[config.mk]
export PLATFORM = sky130hd
export DESIGN_NAME = csma_ctrl
export DESIGN_NICKNAME = d
export VERILOG_FILES = /design/src/rtl/core/csma_pkg.sv /design/src/rtl/core/csma_ctrl.sv
export SDC_FILE = /design/constraint.sdc
export NUM_CORES = 1
export LEC_CHECK = 0
export ABC_AREA = 1
export ABC_CLOCK_PERIOD_IN_PS = 1100
export BUFFER_PORTS_ARGS = -buffer_cell sky130_fd_sc_hd__buf_2
export CORE_AREA = 4 4 41 43
export DETAILED_ROUTE_END_ITERATION = 8
export DIE_AREA = 0 0 45 47
export HOLD_SLACK_MARGIN = 0.1
export PLACE_DENSITY_LB_ADDON = 0.3
export SLEW_MARGIN = 20
export SYNTH_ARGS = -nofsm -noshare
export SYNTH_HDL_FRONTEND = slang
export SYNTH_SLANG_ARGS = --single-unit
export TNS_END_PERCENT = 100
[constraint.sdc]
create_clock -name clk -period 1.1 [get_ports clk]
set_input_delay 0.22 -clock clk [delete_from_list [all_inputs] [get_ports clk]]
set_output_delay 0.22 -clock clk [all_outputs]
set_load 0.05 [all_outputs]
[src/rtl/core/csma_pkg.sv]
package csma_pkg;

  localparam int COORD_W        = 12;
  localparam int SUM_W          = 56;
  localparam int IDX_W          = 5;
  localparam int NUM_MOMENTS    = 14;
  localparam int MOM_IDX_W      = 4;
  localparam int COORD_BITS_DEF = 12;
  localparam int MAX_POINTS_DEF = 1024;

  localparam logic [IDX_W-1:0] FIRST_INDEX = IDX_W'(0);
  localparam logic [IDX_W-1:0] COUNT_INDEX = IDX_W'(20);

  // moment slots
  localparam logic [MOM_IDX_W-1:0] M_X4   = 4'd0;
  localparam logic [MOM_IDX_W-1:0] M_X3Y  = 4'd1;
  localparam logic [MOM_IDX_W-1:0] M_X2Y2 = 4'd2;
  localparam logic [MOM_IDX_W-1:0] M_X3   = 4'd3;
  localparam logic [MOM_IDX_W-1:0] M_X2Y  = 4'd4;
  localparam logic [MOM_IDX_W-1:0] M_X2   = 4'd5;
  localparam logic [MOM_IDX_W-1:0] M_XY3  = 4'd6;
  localparam logic [MOM_IDX_W-1:0] M_XY2  = 4'd7;
  localparam logic [MOM_IDX_W-1:0] M_XY   = 4'd8;
  localparam logic [MOM_IDX_W-1:0] M_Y4   = 4'd9;
  localparam logic [MOM_IDX_W-1:0] M_Y3   = 4'd10;
  localparam logic [MOM_IDX_W-1:0] M_Y2   = 4'd11;
  localparam logic [MOM_IDX_W-1:0] M_X    = 4'd12;
  localparam logic [MOM_IDX_W-1:0] M_Y    = 4'd13;

  typedef struct packed {
    logic             take;
    logic             load;
    logic             clear;
    logic [IDX_W-1:0] idx;
  } csma_cmd_t;

  typedef struct packed {
    logic final_taken;
    logic pipe_busy;
    logic out_free;
  } csma_sts_t;

  // moment slot behind each layout word; duplicates point at their twin
  function automatic logic [MOM_IDX_W-1:0] layout_src(input logic [IDX_W-1:0] idx);
    logic [MOM_IDX_W-1:0] m;
    unique case (idx)
      5'd0:  m = M_X4;
      5'd1:  m = M_X3Y;
      5'd2:  m = M_X2Y2;
      5'd3:  m = M_X3;
      5'd4:  m = M_X2Y;
      5'd5:  m = M_X2;
      5'd6:  m = M_X2Y2;
      5'd7:  m = M_XY3;
      5'd8:  m = M_X2Y;
      5'd9:  m = M_XY2;
      5'd10: m = M_XY;
      5'd11: m = M_Y4;
      5'd12: m = M_XY2;
      5'd13: m = M_Y3;
      5'd14: m = M_Y2;
      5'd15: m = M_X2;
      5'd16: m = M_XY;
      5'd17: m = M_X;
      5'd18: m = M_Y2;
      5'd19: m = M_Y;
      default: m = M_X4;
    endcase
    return m;
  endfunction

endpackage

[src/rtl/core/csma_ctrl.sv]
module csma_ctrl
  import csma_pkg::*;
(
  input  logic      clk,
  input  logic      rst,
  input  csma_sts_t sts,
  output csma_cmd_t cmd
);

  typedef enum logic [1:0] {ACCUM, DRAIN, EMIT} state_t;

  state_t           state;
  logic [IDX_W-1:0] idx;

  always_comb begin
    cmd.take  = (state == ACCUM);
    cmd.load  = (state == EMIT) && sts.out_free;
    cmd.clear = cmd.load && (idx == COUNT_INDEX);
    cmd.idx   = idx;
  end

  always_ff @(posedge clk) begin
    if (rst) begin
      state <= ACCUM;
      idx   <= FIRST_INDEX;
    end else begin
      unique case (state)
        ACCUM: begin
          if (sts.final_taken) state <= DRAIN;
        end
        DRAIN: begin
          // wait until the last products have reached the sums
          if (!sts.pipe_busy) begin
            state <= EMIT;
            idx   <= FIRST_INDEX;
          end
        end
        EMIT: begin
          if (cmd.load) begin
            if (idx == COUNT_INDEX) begin
              state <= ACCUM;
              idx   <= FIRST_INDEX;
            end else begin
              idx <= idx + IDX_W'(1);
            end
          end
        end
        default: state <= ACCUM;
      endcase
    end
  end

endmodule

==> qor.log <==
qor: status.status complete, but fails checks
qor: status.violated_checks setup timing
qor: yosys.netlist-cell-type-count 16
qor: clock_network.holdBufCountCts 0
qor: placement.numPlacedInstances 99
qor: worst_hold_path.worstHoldStart sts[1]
qor: timing.setup_viol_count_final 10
qor: timing.share_of_the_clock_period_used_by_the_worst_path_after_layout 1.29
qor: route.ant_nets 0
qor: clock_network.worst_skew_pair.late_latency 0.25 ns
qor: yosys.synth_largest_type_area_fraction 0.336
qor: pwr.ir_worst_vdd 690 µV
qor: yosys.mapped_nets 71
qor: floorplan.floorplan.die_area 2120 µm²
qor: final_layout.register_area 156 µm²
qor: timing.finalWorstPathRequiredPeriod 1.41 ns
qor: floorplan.die_w 45 µm
qor: final_layout.antenna_cells_inserted 0
qor: clock_network.tritoncts_num_sinks 7
qor: worst_setup_path.worstSetupStartpointType register
qor: yosys.synth_area_per_cell 6.51 µm²
qor: worst_setup_path.timing.critical_path.fanout_max 2
qor: yosys.synth_area_leaders dfxtp_1, nand2_1, inv_1
qor: timing.hold_viol_final 0
qor: timing.setup_slack -0.314 ns
qor: global_routing.grt_util_all_layers 0.127
qor: clock_network.numCtsBuffers 3
qor: floorplan.top_level_ports 13
qor: worst_setup_path.r2r_end idx[4]
qor: timing.max-slew-margin-rel 0.874
qor: floorplan.initial_core_util 0.320
qor: worst_setup_path.r2r_slack -0.11 ns
qor: final_layout.finalNetCount 100
qor: clock_network.cts_root_buffer clkbuf_4
qor: route.route.detailed.wl_per_inst 10.7 µm
qor: final_layout.final_cells 107
qor: floorplan.die_height 47 µm
qor: final_layout.footprint_of_the_multi_input_gates 293 µm²
qor: yosys.seq_area_frac_synth 0.336
qor: global_routing.overflow 0
qor: clock_network.tritoncts_clock_tree yes
qor: placement.io_buffers 12
qor: timing.tightestPinTransition 0.189 ns
qor: pwr.power_per_cell_area 1160 nW/µm²
qor: placement.dpl-instance-area 597 µm²
qor: floorplan.design.core.area 1300 µm²
qor: route.route.vias.total 468
qor: route.routed_wirelength 1.14 mm
qor: final_layout.syn_to_final_growth 88.6%
qor: worst_setup_path.cp_data_required_time 0.88 ns
qor: yosys.synth_area 417 µm²
qor: worst_hold_path.hold_class primary input to register
qor: worst_hold_path.min_to state[0]
qor: placement.place.detailed.hpwl 793 µm
qor: floorplan.core.rowCount 13
qor: global_routing.first_global_vias 454
qor: placement.gp_congestion 0.716
qor: yosys.yosysWarnings 0
qor: route.drt-initial-drc-count 3
qor: clock_network.htree_levels 1
qor: worst_setup_path.cp-end-kind output port
qor: timing.fmax 707 MHz
qor: yosys.post-synth-top-area-cell dfxtp_1
qor: timing.final_max_slew_viol_count 0
qor: worst_setup_path.reg2regPathDepth 8
qor: flow_run.maxCapViolCount 0
qor: worst_setup_path.critical_path.reg2reg.startpoint idx[1]
qor: clock_network.cts.path.max_buffers 2
qor: global_routing.grt_start_max_net_pins 11
qor: clock_network.clock_pin_slew_on_the_worst_setup_and_hold_paths 0.05 ns
qor: route.drt_first_pass_iters 4
qor: route.vias_per_cell 4.37
qor: yosys.postSynthCellCount 64
qor: route.remaining_drc_errors 0
qor: pwr.cellLeakagePower 0.370 nW
qor: timing.fin_worst_skew 0.00313 ns
qor: final_layout.drive_above_1_share 0.576
qor: final_layout.fillCellCount 114
qor: global_routing.grt_pass1_wl 1.84 mm
qor: yosys.ys_seq_elements 7
qor: final_layout.finalInstanceArea 786 µm²
qor: global_routing.antenna_found_initial 0
qor: timing.timing.hold.ws 0.269 ns
qor: worst_setup_path.setup.worst_path.class register to output port
qor: timing.grt_setup_unrepaired true
qor: pwr.fin_total_pwr 0.908 mW
qor: worst_setup_path.cp.arrival 1.19 ns
qor: timing.tns -0.786 ns
qor: worst_hold_path.timing.hold.worst_path_depth 3
==> routing by layer <==
| layer | share of wire | track usage |
|---|---|---|
| met4 | 0.033 | 0.111 |
| met3 | 0.047 | 0.0575 |
| met1 | 0.43 | 0.133 |
| met5 | 0 | 0 |
| met2 | 0.49 | 0.192 |
==> synthesized netlist by cell type (all sizes together) <==
| library cell | number |
|---|---|
| o21ai | 1 |
| nand4 | 1 |
| ha | 2 |
| o2111ai | 1 |
| inv | 15 |
| a21oi | 1 |
| nor2 | 9 |
| dfxtp | 7 |
| nand3 | 6 |
| and3 | 1 |
| nand2 | 20 |
==> per-stage QoR <==
stage | setup slack (ns) | utilization
floorplan | -0.170 | -
global placement | -0.143 | 0.459
detailed placement | -0.148 | 0.459
CTS | -0.310 | 0.566
global route | -0.388 | 0.604
finish | -0.314 | 0.604
==> worst max-delay path, stage by stage (launching register included) <==
cell,delay [ns]
dfxtp_4,0.35
inv_4,0.05
ha_4,0.11
nand4_1,0.13
nor2_4,0.14
buf_6,0.16
==> logic make-up after synthesis <==
logic type / synth area share
and+or+nand+nor: 0.423
adders and majority gates: 0.0601
DFF: 0.336
AOI/OAI and AO/OA: 0.0450
buffers and inverters: 0.135
==> state kept, by name, summed over array words and instances, names as in the netlist <==
signal and count:
state 2, idx 5
==> timing repair <==
action                     CTS  global route
setup endpoints to repair   12            12
pin swaps                    1             4
setup buffers                2             3
resized for setup           28            10
==> cells in the final DEF, fill, tap and decap left out, types with 2 or more instances in the layout <==
cell       n
buf_8      5
nand2_2    2
clkbuf_4   3
buf_2      4
inv_1      9
buf_6      6
inv_4      2
nand3_1    4
inv_2      4
dfxtp_4    3
dfxtp_2    4
buf_4      9
nor2_4     2
nand2_1   16
ha_4       2
nor2_1     6
==> report_power, final <==
group | internal [mW] | switching (mW)
logic | 0.167 | 0.212
registers | 0.276 | 0.0194
clock network | 0.138 | 0.0953
==> how the worst max path moves through the flow <==
stage,start,to,cells past startpoint,slack (ns)
floorplan,idx[1],cmd[5],4,-0.17
global placement,idx[1],cmd[5],5,-0.14
detailed placement,idx[1],cmd[5],5,-0.15
CTS,idx[1],cmd[5],5,-0.31
global route,idx[1],cmd[5],5,-0.39
finish,idx[1],cmd[5],5,-0.31
==> final cells by class <==
type / instances / area share
multi-input cells: 42 / 0.373
repair buffers: 24 / 0.293
well taps: 15 / 0.0239
flip-flops and latches: 7 / 0.199
inverters: 15 / 0.0780
clock buffers: 4 / 0.0334
Note: power is estimated with default switching activity, not from simulation.
